--- src/hw/rtl/wstfd_pkg.sv ---
// Shared types and constants for the WebSocket text frame deframer.
package wstfd_pkg;

	// Result kinds
	localparam logic [1:0] KIND_PAYLOAD = 2'd0;
	localparam logic [1:0] KIND_EMPTY   = 2'd1;
	localparam logic [1:0] KIND_CLOSE   = 2'd2;
	localparam logic [1:0] KIND_END     = 2'd3;

	// Frame header codes
	localparam logic [3:0] OPC_TEXT  = 4'h1;
	localparam logic [3:0] OPC_CLOSE = 4'h8;
	localparam logic [6:0] LEN_EXT16 = 7'd126;
	localparam logic [6:0] LEN_EXT64 = 7'd127;
	localparam logic [3:0] EXT16_BYTES = 4'd2;
	localparam logic [3:0] EXT64_BYTES = 4'd8;

	localparam logic [31:0] DEFAULT_MAX_TEXT = 32'd1048576;

	// Queue between parser and output stage
	localparam int QDEPTH = 4;
	localparam int QPTR_W = $clog2(QDEPTH);

	typedef enum logic [4:0] {
		PH_HDR0 = 5'b00001,
		PH_HDR1 = 5'b00010,
		PH_EXT  = 5'b00100,
		PH_KEY  = 5'b01000,
		PH_DATA = 5'b10000
	} phase_t;

	typedef struct packed {
		logic [1:0] kind;
		logic [7:0] data;
		logic [7:0] key;
		logic       last;
	} q_entry_t;

	typedef struct packed {
		logic link_open;
		logic push;
	} front_status_t;

endpackage

--- src/hw/rtl/wstfd_front.sv ---
// Header parser: accepts bytes, tracks frame state and classifies each byte.
module wstfd_front (
	input  logic                     clk,
	input  logic                     arst_n,
	input  logic                     push,
	input  logic [7:0]               data_byte,
	input  logic                     stream_end,
	input  logic                     q_full,
	input  logic [31:0]              max_text_length,
	output wstfd_pkg::q_entry_t      q_entry,
	output wstfd_pkg::front_status_t status
);

	logic              link_open_q;
	wstfd_pkg::phase_t phase_q;
	logic [3:0]        opcode_q;
	logic              mask_present_q;
	logic [3:0]        ext_left_q;
	logic [31:0]       mask_key_q;
	logic [63:0]       remaining_q;
	logic [1:0]        mask_pos_q;
	logic              skip_q;

	logic              n_link_open;
	wstfd_pkg::phase_t n_phase;
	logic [3:0]        n_opcode;
	logic              n_mask_present;
	logic [3:0]        n_ext_left;
	logic [31:0]       n_mask_key;
	logic [63:0]       n_remaining;
	logic [1:0]        n_mask_pos;
	logic              n_skip;

	logic                accept;
	logic                emit;
	wstfd_pkg::q_entry_t ent;
	logic                len_done;
	logic                hdr_done;
	logic [63:0]         r_sel;
	logic [63:0]         r_ext;
	logic [6:0]          len7;

	assign accept = push & ~q_full;
	assign len7   = data_byte[6:0];
	assign r_ext  = {remaining_q[55:0], data_byte};

	always_comb begin
		n_link_open    = link_open_q;
		n_phase        = phase_q;
		n_opcode       = opcode_q;
		n_mask_present = mask_present_q;
		n_ext_left     = ext_left_q;
		n_mask_key     = mask_key_q;
		n_remaining    = remaining_q;
		n_mask_pos     = mask_pos_q;
		n_skip         = skip_q;
		emit           = 1'b0;
		ent            = '0;
		len_done       = 1'b0;
		hdr_done       = 1'b0;
		r_sel          = remaining_q;

		if (accept && link_open_q) begin
			if (stream_end) begin
				n_link_open = 1'b0;
				emit        = 1'b1;
				ent.kind    = wstfd_pkg::KIND_END;
			end else begin
				unique case (phase_q)
					wstfd_pkg::PH_HDR1: begin
						n_mask_present = data_byte[7];
						n_remaining    = '0;
						if (len7 == wstfd_pkg::LEN_EXT16) begin
							n_ext_left = wstfd_pkg::EXT16_BYTES;
							n_phase    = wstfd_pkg::PH_EXT;
						end else if (len7 == wstfd_pkg::LEN_EXT64) begin
							n_ext_left = wstfd_pkg::EXT64_BYTES;
							n_phase    = wstfd_pkg::PH_EXT;
						end else begin
							r_sel       = {57'd0, len7};
							n_remaining = r_sel;
							len_done    = 1'b1;
						end
					end
					wstfd_pkg::PH_EXT: begin
						r_sel       = r_ext;
						n_remaining = r_ext;
						n_ext_left  = ext_left_q - 4'd1;
						len_done    = (ext_left_q == 4'd1);
					end
					wstfd_pkg::PH_KEY: begin
						n_mask_key = {mask_key_q[23:0], data_byte};
						n_mask_pos = mask_pos_q + 2'd1;
						hdr_done   = (mask_pos_q == 2'd3);
					end
					wstfd_pkg::PH_DATA: begin
						if (!skip_q) begin
							emit      = 1'b1;
							ent.kind  = wstfd_pkg::KIND_PAYLOAD;
							ent.data  = data_byte;
							ent.key   = mask_key_q[5'd24 - {mask_pos_q, 3'd0} +: 8];
							ent.last  = (remaining_q == 64'd1);
						end
						n_remaining = remaining_q - 64'd1;
						n_mask_pos  = mask_pos_q + 2'd1;
						if (remaining_q == 64'd1) begin
							n_phase = wstfd_pkg::PH_HDR0;
						end
					end
					default: begin
						n_opcode       = data_byte[3:0];
						n_mask_present = 1'b0;
						n_mask_key     = '0;
						n_mask_pos     = '0;
						n_remaining    = '0;
						n_ext_left     = '0;
						n_skip         = 1'b0;
						n_phase        = wstfd_pkg::PH_HDR1;
					end
				endcase

				// Length known: fetch the mask key or finish the header.
				if (len_done) begin
					if (n_mask_present) begin
						n_phase    = wstfd_pkg::PH_KEY;
						n_mask_pos = '0;
					end else begin
						hdr_done = 1'b1;
					end
				end

				if (hdr_done) begin
					n_mask_pos = '0;
					if (opcode_q == wstfd_pkg::OPC_CLOSE) begin
						n_link_open = 1'b0;
						n_phase     = wstfd_pkg::PH_HDR0;
						emit        = 1'b1;
						ent.kind    = wstfd_pkg::KIND_CLOSE;
					end else begin
						n_skip = (opcode_q != wstfd_pkg::OPC_TEXT) ||
						         (r_sel > {32'd0, max_text_length});
						if (r_sel == 64'd0) begin
							n_phase = wstfd_pkg::PH_HDR0;
							if (!n_skip) begin
								emit     = 1'b1;
								ent.kind = wstfd_pkg::KIND_EMPTY;
								ent.last = 1'b1;
							end
						end else begin
							n_phase = wstfd_pkg::PH_DATA;
						end
					end
				end
			end
		end
	end

	always_ff @(posedge clk or negedge arst_n) begin
		if (!arst_n) begin
			link_open_q    <= 1'b1;
			phase_q        <= wstfd_pkg::PH_HDR0;
			opcode_q       <= '0;
			mask_present_q <= 1'b0;
			ext_left_q     <= '0;
			mask_key_q     <= '0;
			remaining_q    <= '0;
			mask_pos_q     <= '0;
			skip_q         <= 1'b0;
		end else begin
			link_open_q    <= n_link_open;
			phase_q        <= n_phase;
			opcode_q       <= n_opcode;
			mask_present_q <= n_mask_present;
			ext_left_q     <= n_ext_left;
			mask_key_q     <= n_mask_key;
			remaining_q    <= n_remaining;
			mask_pos_q     <= n_mask_pos;
			skip_q         <= n_skip;
		end
	end

	assign q_entry          = ent;
	assign status.push      = emit;
	assign status.link_open = link_open_q;

endmodule

--- src/hw/rtl/wstfd_queue.sv ---
// Short queue of classified transactions between the parser and the output stage.
module wstfd_queue (
	input  logic                clk,
	input  logic                arst_n,
	input  logic                wr_en,
	input  wstfd_pkg::q_entry_t wr_entry,
	input  logic                rd_en,
	output wstfd_pkg::q_entry_t rd_entry,
	output logic                rd_valid,
	output logic                full
);

	wstfd_pkg::q_entry_t             mem_q [wstfd_pkg::QDEPTH];
	logic [wstfd_pkg::QPTR_W-1:0]    wr_ptr_q;
	logic [wstfd_pkg::QPTR_W-1:0]    rd_ptr_q;
	logic [wstfd_pkg::QPTR_W:0]      count_q;

	assign full     = (count_q == (wstfd_pkg::QPTR_W+1)'(wstfd_pkg::QDEPTH));
	assign rd_valid = (count_q != '0);
	assign rd_entry = mem_q[rd_ptr_q];

	always_ff @(posedge clk) begin
		if (wr_en) begin
			mem_q[wr_ptr_q] <= wr_entry;
		end
	end

	always_ff @(posedge clk or negedge arst_n) begin
		if (!arst_n) begin
			wr_ptr_q <= '0;
			rd_ptr_q <= '0;
			count_q  <= '0;
		end else begin
			if (wr_en) begin
				wr_ptr_q <= wr_ptr_q + wstfd_pkg::QPTR_W'(1);
			end
			if (rd_en) begin
				rd_ptr_q <= rd_ptr_q + wstfd_pkg::QPTR_W'(1);
			end
			unique case ({wr_en, rd_en})
				2'b10:   count_q <= count_q + (wstfd_pkg::QPTR_W+1)'(1);
				2'b01:   count_q <= count_q - (wstfd_pkg::QPTR_W+1)'(1);
				default: count_q <= count_q;
			endcase
		end
	end

endmodule

--- src/hw/rtl/wstfd_back.sv ---
// Output stage: unmask payload bytes and hold the oldest result for the consumer.
module wstfd_back (
	input  logic                clk,
	input  logic                arst_n,
	input  logic                q_valid,
	input  wstfd_pkg::q_entry_t q_head,
	output logic                q_take,
	input  logic                pop,
	output logic                empty,
	output logic [1:0]          kind,
	output logic [7:0]          payload_byte,
	output logic                last_of_message
);

	logic       valid_q;
	logic [1:0] kind_q;
	logic [7:0] byte_q;
	logic       last_q;

	assign q_take = q_valid & (~valid_q | pop);

	always_ff @(posedge clk or negedge arst_n) begin
		if (!arst_n) begin
			valid_q <= 1'b0;
		end else if (q_take) begin
			valid_q <= 1'b1;
		end else if (pop) begin
			valid_q <= 1'b0;
		end
	end

	always_ff @(posedge clk) begin
		if (q_take) begin
			kind_q <= q_head.kind;
			last_q <= q_head.last;
			byte_q <= (q_head.kind == wstfd_pkg::KIND_PAYLOAD) ? (q_head.data ^ q_head.key)
			                                                    : 8'd0;
		end
	end

	assign empty           = ~valid_q;
	assign kind            = kind_q;
	assign payload_byte    = byte_q;
	assign last_of_message = last_q;

endmodule

--- src/hw/rtl/websocket_text_frame_deframer.sv ---
// Top level of the WebSocket text frame deframer.
//
// Input channel: received bytes, one per transaction, taken when push is high
// and full is low. stream_end marks a dropped connection; its data byte is
// ignored. Result channel: the oldest result sits on kind, payload_byte and
// last_of_message while empty is low, and is consumed when pop is high.
// Configuration: cfg_write loads cfg_data into max_text_length at once; write
// only while the block is idle.
// A byte that yields a result passes it through the queue to the output register.
// Throughput: one byte every cycle while full is low; header bytes, skipped
// frames and bytes after close give no result.
// Reset: max_text_length returns to 1 MiB, the link is open and the parser
// waits for the first header byte; the queue and output register are empty.
// Consumer stall: a four-entry queue plus the output register absorb results;
// once they fill, full rises and input transactions wait.
// After a close frame or stream end, bytes are still taken and dropped.
module websocket_text_frame_deframer (
	input  logic        clk,
	input  logic        arst_n,
	input  logic        push,
	output logic        full,
	input  logic [7:0]  data_byte,
	input  logic        stream_end,
	output logic        empty,
	input  logic        pop,
	output logic [1:0]  kind,
	output logic [7:0]  payload_byte,
	output logic        last_of_message,
	input  logic        cfg_write,
	input  logic [31:0] cfg_data
);

	logic [31:0]              max_text_length_q;
	wstfd_pkg::q_entry_t      f_entry;
	wstfd_pkg::front_status_t f_status;
	wstfd_pkg::q_entry_t      q_head;
	logic                     q_valid;
	logic                     q_take;
	logic                     q_full;

	// Hold the length limit until the next write.
	always_ff @(posedge clk or negedge arst_n) begin
		if (!arst_n) begin
			max_text_length_q <= wstfd_pkg::DEFAULT_MAX_TEXT;
		end else if (cfg_write) begin
			max_text_length_q <= cfg_data;
		end
	end

	// Parser stalls whenever the queue cannot take a result.
	assign full = q_full;

	wstfd_front u_front (
		.clk             (clk),
		.arst_n          (arst_n),
		.push            (push),
		.data_byte       (data_byte),
		.stream_end      (stream_end),
		.q_full          (q_full),
		.max_text_length (max_text_length_q),
		.q_entry         (f_entry),
		.status          (f_status)
	);

	wstfd_queue u_queue (
		.clk      (clk),
		.arst_n   (arst_n),
		.wr_en    (f_status.push),
		.wr_entry (f_entry),
		.rd_en    (q_take),
		.rd_entry (q_head),
		.rd_valid (q_valid),
		.full     (q_full)
	);

	wstfd_back u_back (
		.clk             (clk),
		.arst_n          (arst_n),
		.q_valid         (q_valid),
		.q_head          (q_head),
		.q_take          (q_take),
		.pop             (pop),
		.empty           (empty),
		.kind            (kind),
		.payload_byte    (payload_byte),
		.last_of_message (last_of_message)
	);

	// The parser never writes into a full queue.
	a_no_push_when_full: assert property (@(posedge clk) disable iff (!arst_n)
		f_status.push |-> !q_full)
		else $error("parser pushed into a full queue");

	// Once closed, the link stays closed.
	a_link_stays_closed: assert property (@(posedge clk) disable iff (!arst_n)
		!f_status.link_open |=> !f_status.link_open)
		else $error("link reopened after close");

	// A closed link produces no further results.
	a_no_result_after_close: assert property (@(posedge clk) disable iff (!arst_n)
		!f_status.link_open |-> !f_status.push)
		else $error("result produced after link closed");

	// The link closes only through a close or stream-end result.
	a_close_reported: assert property (@(posedge clk) disable iff (!arst_n)
		(f_status.link_open && !f_status.push) |=> f_status.link_open)
		else $error("link closed without a result");

endmodule
--- config.mk ---
export PLATFORM = sky130hd
export DESIGN_NAME = websocket_text_frame_deframer
export DESIGN_NICKNAME = d
export VERILOG_FILES = /design/src/hw/rtl/wstfd_pkg.sv /design/src/hw/rtl/wstfd_front.sv /design/src/hw/rtl/wstfd_queue.sv /design/src/hw/rtl/wstfd_back.sv /design/src/hw/rtl/websocket_text_frame_deframer.sv
export SDC_FILE = /design/constraint.sdc
export NUM_CORES = 1
export LEC_CHECK = 0
export BUFFER_PORTS_ARGS = -buffer_cell sky130_fd_sc_hd__buf_2
export CORE_MARGIN = 8
export CORE_UTILIZATION = 47
export DETAILED_ROUTE_END_ITERATION = 16
export GPL_TIMING_DRIVEN = 0
export PLACE_DENSITY = 0.66
export SLEW_MARGIN = 30
export SYNTH_ARGS = -nofsm -noshare
export SYNTH_HDL_FRONTEND = slang
export SYNTH_SLANG_ARGS = --single-unit
--- constraint.sdc ---
create_clock -name clk -period 6.85 [get_ports clk]
set_input_delay 2.055 -clock clk [delete_from_list [all_inputs] [get_ports clk]]
set_output_delay 2.055 -clock clk [all_outputs]
set_load 0.02 [all_outputs]
==> results.sh, run 1 <==
export IMPL_outcome="finished, final reports clean"
export IMPL_worst_pin_slew_ns=0.9095
export IMPL_instances_no_fill=1713
export IMPL_synth_cell_type_count=68
export IMPL_ctsHtreeMaxLevel=1
export IMPL_ctsRootBufferMaster="clkbuf_16"
export IMPL_synth_warning_count=0
export IMPL_die_area_um2=32430
export IMPL_crit_path_top_delay_cell="nor4_1"
export IMPL_floorplan_initialDensity_pct=47.35
export IMPL_synth_top_area_cell="dfrtp_1"
export IMPL_hold_viol=0
export IMPL_clk_latency_ns=0.54
export IMPL_synth_ff_type="dfrtp_1"
export IMPL_antenna_found_initial=0
export IMPL_die_x_um=180.1
export IMPL_clkSlewWorstSetupHoldPaths_ns=0.06
export IMPL_num_vias=10380
export IMPL_timing_critical_path_from_type="input port"
export IMPL_grt_overflow=0
export IMPL_final_fill_count=2400
export IMPL_tritoncts_num_buffers=26
export IMPL_critPathMaxFanout=10
export IMPL_largest_net_degree_at_the_start_of_global_routing=63
export IMPL_ys_seq_elements=241
export IMPL_max_stage_delay_ns=0.59
export IMPL_top_level_ports=59
export IMPL_placer_congestion_estimate=0.9058
export IMPL_place_worst_setup_slack_ns=-0.5530
export IMPL_tritoncts="yes"
export IMPL_vdd_drop_max_mv=0.1867
export IMPL_first_global_vias=10410
export IMPL_post_route_drc_count=0
export IMPL_synth_edf_count=87
export IMPL_wirelength_um=33660
export IMPL_std_cell_rows=60
export IMPL_timing_slew_headroom_pct=38.81
export IMPL_antenna_diode_count=0
export IMPL_timing_critical_path_cells="clkbuf_1, nand4b_1, o211ai_1, buf_4, clkbuf_1, a22o_1, ha_1, nand4_1, nor4_1, nand2_1, or2_2, a21oi_1, and4_4, o21ba_4, inv_1, ha_1, inv_1, fa_1, xor2_1, nor2_1, xor2_1"
export IMPL_drt_iter0_markers=1010
export IMPL_hold_class="register to register"
export IMPL_final_max_slew_violation_count=0
export IMPL_numPortBuffers=56
export IMPL_most_common_library_cell_in_the_layout_ignoring_fill_and_taps="o21ai_0"
export IMPL_layout_nets=1441
export IMPL_synth_area_per_cell_um2=10.03
export IMPL_pwr_density_cell_nw_per_um2=232.1
export IMPL_commonest_cells_after_routing_fill_and_taps_aside="o21ai_0 (198), dfrtp_1 (151), nand2_1 (147)"
export IMPL_global_route_wire_length_before_repair_um=54940
export IMPL_post_synth_main_area_contributors="dfrtp_1 (30%), edfxtp_1 (21%), o21ai_0 (7.8%)"
export IMPL_timing_clock_skew_ns=0.01772
export IMPL_fmax_mhz=160.0
export IMPL_cts_sinks=241
export IMPL_max_clock_path_buffers=3
export IMPL_synth_sequential_area_ratio_pct=51.13
export IMPL_post_dp_hpwl_um=23830
export IMPL_dr_pass1_iterations=6
export IMPL_floorplan_core_area_um2=26730
export IMPL_hold_worst_slack_ns=0.4817
export IMPL_global_route_usage_total_pct=20.40
export IMPL_ys_async_sr_fraction_pct=63.90
export IMPL_final_worst_path_period_need_ns=6.251
export IMPL_mappedNetlistArea_um2=12650
export IMPL_worst_slack_ns=0.5992
export IMPL_leakagePower_uw=0.005532
export IMPL_die_y_um=180.1
export IMPL_crit_path_class="input port to register"
export IMPL_cp_end_kind="register"
export IMPL_antenna_left=0
export IMPL_viasPerCell=6.057
export IMPL_grt_setup_unrepaired="no"
export IMPL_cap_violations=0
export IMPL_routedWlPerCell_um=19.65
export IMPL_min_period_over_period_pct=91.25
export IMPL_post_synth_top_area_fraction_pct=29.86
export IMPL_timing_critical_path_arrival_ns=6.67
export IMPL_critPathRequiredTime_ns=7.27
export IMPL_place_inst=1661
export IMPL_synthToLayoutAreaGrowth_pct=13.55
export IMPL_synthesis_nets=1351
export IMPL_syn_inst=1262
export IMPL_finalSetupViolCount=0
export IMPL_total_power_uw=3335
export IMPL_post_route_cells_drive_above_1_share_pct=11.37
## cells in the mapped netlist (4+ instances only)
cell type	number
ha_1	42
edfxtp_1	87
nor4_1	13
nor2_1	77
nand2_1	147
a21oi_1	61
and3_1	9
nand2b_1	6
xor2_1	5
nor3_2	4
or2_2	5
or4_1	10
mux2_2	6
and2_1	23
a32oi_1	22
inv_1	52
nor3_1	40
nand4_1	13
o21ai_0	198
a21o_1	5
xnor2_1	37
nand3_1	18
mux4_2	19
a22oi_1	31
buf_1	5
a22o_1	21
a31oi_1	11
o2bb2ai_1	4
dfrtp_1	151
clkbuf_1	73
or3_1	9
## registers in the layout, indices dropped and copies added (netlist names)
name                    count
u_queue.count_q             3
u_front.link_open_q         1
u_queue.mem_q              76
u_front.skip_q              1
u_back.kind                 2
u_back.payload_byte         8
u_queue.rd_ptr_q            2
u_front.phase_q             5
u_front.mask_key_q         32
u_queue.wr_ptr_q            2
u_back.last_of_message      1
max_text_length_q          32
u_front.mask_pos_q          2
u_front.ext_left_q          4
u_back.valid_q              1
u_front.opcode_q            4
u_front.remaining_q        64
u_front.mask_present_q      1
## worst max-delay path, delay by kind of cell
family | cells | cell delay, ns
compound gates | 4 | 0.88
xor+xnor | 2 | 0.29
fa+ha+maj | 3 | 0.54
buf+inv | 5 | 1.14
simple gates | 7 | 1.75
## stage by stage
| stage | TNS (ns) | cell area [um2] | util, % |
|---|---|---|---|
| 2_1_floorplan | 0 | 12650 | - |
| 3_3_place_gp | -28.80 | 13360 | 49.99 |
| 3_5_place_dp | -39.61 | 13430 | 50.25 |
| 4_1_cts | 0 | 14330 | 53.62 |
| 5_1_grt | 0 | 14370 | 53.76 |
| 6_report | 0 | 14370 | 53.76 |
## metal layers
metal	vias to the layer above	track usage, %	wire, um
met1	5079	27.49	14790
met2	405	33.81	15850
met5	-	0	0
met3	80	2.923	2161
met4	0	6.118	866
li1	4811	-	-
## report_power, final
part           internal, uW  switching (uW)
Sequential             1540            26.6
Combinational           105             176
Clock                   907             579
## final timing paths
kind,from,endpoint,slack [ns],cells past startpoint
setup reg to reg,u_front.phase_q[1],u_queue.count_q[2],1.23,22
hold reg to reg,u_front.link_open_q,u_front.link_open_q,0.48,1
setup / recovery,data_byte[4],u_queue.count_q[2],0.60,21
min in group asynchronous,arst_n,max_text_length_q[22],1.40,1
max in group asynchronous,arst_n,u_front.phase_q[0],4.74,2
hold / removal,u_front.link_open_q,u_front.link_open_q,0.48,1
## area by class of cell
class	count	area (um2)	area share, %
buffer	80	309.0	2.151
clock inverter	15	202.7	1.411
clock buffer	33	698.2	4.859
tap	341	426.7	2.970
timing repair buffer	62	379.1	2.639
sequential	241	6470	45.03
inverter	52	195.2	1.359
multi-input combinational	889	5687	39.58
## what timing repair did
item	CTS	global route
hold buffers	0	0
cloned	0	0
pin swaps	0	1
endpoints found under the setup margin	15	71
gates resized for setup	1	2
buffers inserted	0	3
## logic make-up after synthesis
logic type	synth area share, %
flip-flops	51.13
AND/OR/NAND/NOR	15.11
XOR/XNOR	2.907
buffers and inverters	3.985
adder cells (fa/ha/maj)	4.311
AO/OA/AOI/OAI	18.52
multiplexers	4.034
Power figures use the tool's default switching activity.
==> run 2, diff against run 1 <==
Settings changed: ABC_AREA set to 1, GPL_ROUTABILITY_DRIVEN set to 1, PLACE_DENSITY 0.66 to 0.65.
==> results.sh, run 2 <==
export IMPL_power_share_switching_pct=49.05
export IMPL_synth_ff_type="dfrtp_1"
export IMPL_critPathMaxFanout=10
export IMPL_layout_nets=1990
export IMPL_critPathRequiredTime_ns=7.32
export IMPL_largest_net_degree_at_the_start_of_global_routing=60
export IMPL_fmax_mhz=179.2
export IMPL_route_top_layer_used="met4"
export IMPL_cts_repair_resized=0
export IMPL_total_internal_power_uw=3929
export IMPL_syn_inst=1813
export IMPL_floorplan_initialDensity_pct=47.42
export IMPL_die_area_um2=35520
export IMPL_timing_slew_headroom_pct=46.37
export IMPL_synth_edf_count=87
export IMPL_met2_wirelength_um=19630
export IMPL_post_synth_main_area_contributors="dfrtp_1 (27%), edfxtp_1 (19%), o21ai_0 (8.8%)"
export IMPL_timing_clock_skew_ns=0.01299
export IMPL_synth_cell_type_count=49
export IMPL_synthToLayoutAreaGrowth_pct=12.47
export IMPL_leakagePower_uw=0.007282
export IMPL_synth_area_per_cell_um2=7.711
export IMPL_synthesis_nets=1902
export IMPL_outcome="finished, final reports clean"
export IMPL_first_global_vias=12390
export IMPL_cap_violations=0
export IMPL_ctsRootBufferMaster="clkbuf_16"
export IMPL_synth_top_area_cell="dfrtp_1"
export IMPL_antenna_left=0
export IMPL_post_route_cells_drive_above_1_share_pct=9.006
export IMPL_wirelength_um=40820
export IMPL_dr_pass1_iterations=6
export IMPL_num_vias=12710
export IMPL_drt_iter0_markers=1031
export IMPL_floorplan_core_area_um2=29480
export IMPL_numPortBuffers=57
export IMPL_antenna_found_initial=0
export IMPL_top_regs="u_queue.mem_q x76, u_front.remaining_q x64"
export IMPL_tritoncts="yes"
export IMPL_top_level_ports=59
export IMPL_die_y_um=188.5
export IMPL_cts_sinks=241
export IMPL_worst_r2r_setup_slack_ns=2.35
export IMPL_wl_met1_um=17200
export IMPL_clk_latency_ns=0.55
export IMPL_synth_most_common_cell="nand2_1"
export IMPL_power_frac_seq_pct=29.3
export IMPL_cts_setup_buffers=0
export IMPL_commonest_cells_after_routing_fill_and_taps_aside="nand2_1 (318), inv_1 (256), nor2_1 (252)"
export IMPL_grt_overflow=0
export IMPL_most_common_library_cell_in_the_layout_ignoring_fill_and_taps="nand2_1"
export IMPL_top_register="u_queue.mem_q"
export IMPL_global_route_usage_total_pct=22.39
export IMPL_timing_critical_path_arrival_ns=6.05
export IMPL_power_combinational_fraction_pct=52.0
export IMPL_finalSetupViolCount=0
export IMPL_routedWlPerCell_um=17.66
export IMPL_ys_async_sr_fraction_pct=63.90
export IMPL_max_ffs_per_register=76
export IMPL_synth_cells_most_frequent="nand2_1 (318), inv_1 (256), nor2_1 (252)"
export IMPL_cp_end_kind="register"
export IMPL_pwr_density_cell_nw_per_um2=490.4
export IMPL_cts_hold_buf=0
export IMPL_min_period_over_period_pct=81.46
export IMPL_global_route_wire_length_before_repair_um=64800
export IMPL_hold_class="register to register"
export IMPL_antenna_diode_count=0
export IMPL_fin_tns_setup_ns=0
export IMPL_viasPerCell=5.500
export IMPL_post_dp_hpwl_um=30090
export IMPL_synth_warning_count=0
export IMPL_metal3_wl_um=2655
export IMPL_switchingPower_uw=3782
export IMPL_vdd_drop_max_mv=0.3148
export IMPL_timing_critical_path_from_type="input port"
export IMPL_mappedNetlistArea_um2=13980
export IMPL_synth_sequential_area_ratio_pct=46.28
export IMPL_final_max_slew_violation_count=0
export IMPL_tritoncts_num_buffers=26
export IMPL_placer_congestion_estimate=0.9465
export IMPL_hold_worst_slack_ns=0.5114
export IMPL_post_synth_top_area_fraction_pct=27.03
export IMPL_max_clock_path_buffers=3
export IMPL_clkSlewWorstSetupHoldPaths_ns=0.06
export IMPL_worst_pin_slew_ns=0.8044
export IMPL_std_cell_rows=63
export IMPL_ys_seq_elements=241
export IMPL_hold_viol=0
export IMPL_die_x_um=188.5
export IMPL_final_worst_path_period_need_ns=5.580
export IMPL_grt_setup_unrepaired="no"
export IMPL_crit_path_class="input port to register"
export IMPL_post_route_drc_count=0
export IMPL_p_clk_share_pct=18.7
export IMPL_ctsHtreeMaxLevel=1
## run 2: worst paths after layout
path,start,to,cells after the start
setup / recovery,data_byte[5],u_queue.count_q[1],22
hold / removal,u_front.mask_present_q,u_front.mask_present_q,2
setup reg to reg,u_front.phase_q[1],u_queue.count_q[1],19
hold reg to reg,u_front.mask_present_q,u_front.mask_present_q,2
max in group asynchronous,arst_n,u_front.phase_q[0],2
min in group asynchronous,arst_n,max_text_length_q[23],1
## run 2: power by group through the flow
| stage | clock network, uW | registers [uW] | logic [uW] |
|---|---|---|---|
| 6_report | 1450 | 2260 | 4010 |
| 5_1_grt | 1520 | 2300 | 4510 |
| 4_1_cts | 1470 | 2240 | 3960 |
| 3_5_place_dp | 0 | 2260 | 3930 |
| 3_3_place_gp | 0 | 2260 | 3850 |
| 2_1_floorplan | 0 | 2190 | 2830 |
## run 2: layout make-up
type | count | area, um2
Inverter | 263 | 987.2
Multi-Input combinational cell | 1243 | 6251
Clock buffer | 35 | 735.7
Fill cell | 2832 | 13760
Tap cell | 390 | 488.0
Buffer | 66 | 297.8
Sequential cell | 241 | 6470
Timing Repair Buffer | 60 | 357.8
Clock inverter | 13 | 135.1
## run 2: worst max-delay path: stages
cell and delay [ns]:
buf_2 0.15, nand2_1 0.10, nor2_1 0.05, nand2_1 0.15
nand2_4 0.10, buf_6 0.17, nand3_2 0.06, nand2_1 0.10
ha_1 0.32, nand2_1 0.07, nor2_1 0.15, nand2_1 0.09
nor4_1 0.58, nand4_1 0.16, a21oi_1 0.33, nand4_2 0.21
nand2_2 0.15, nand2_4 0.13, ha_1 0.21, inv_1 0.09
fa_1 0.42, o21ai_0 0.17
## run 2: logic make-up after synthesis
logic type	share of synthesized area [%]
compound gates	15.32
mux	0.08055
simple gates	24.34
flops	46.28
fa+ha+maj	3.902
buf+inv	9.192
xor+xnor	0.8771
## run 2: per-layer routing
layer,global-route usage (%),vias up
li1,-,6167
met5,0,-
met4,7.998,0
met1,28.20,6046
met3,3.660,90
met2,38.32,408
## run 2: stage by stage
stage | utilization (%) | area [um2] | power, uW | instances | worst slack (ns)
floorplan | - | 13980 | 5026 | 1813 | 1.887
global placement | 50.04 | 14750 | 6113 | 2260 | 0.5246
detailed placement | 50.38 | 14850 | 6191 | 2263 | 0.7877
CTS | 53.33 | 15720 | 7676 | 2311 | 1.328
global route | 53.33 | 15720 | 8340 | 2311 | 1.002
finish | 53.33 | 15720 | 7711 | 2311 | 1.270
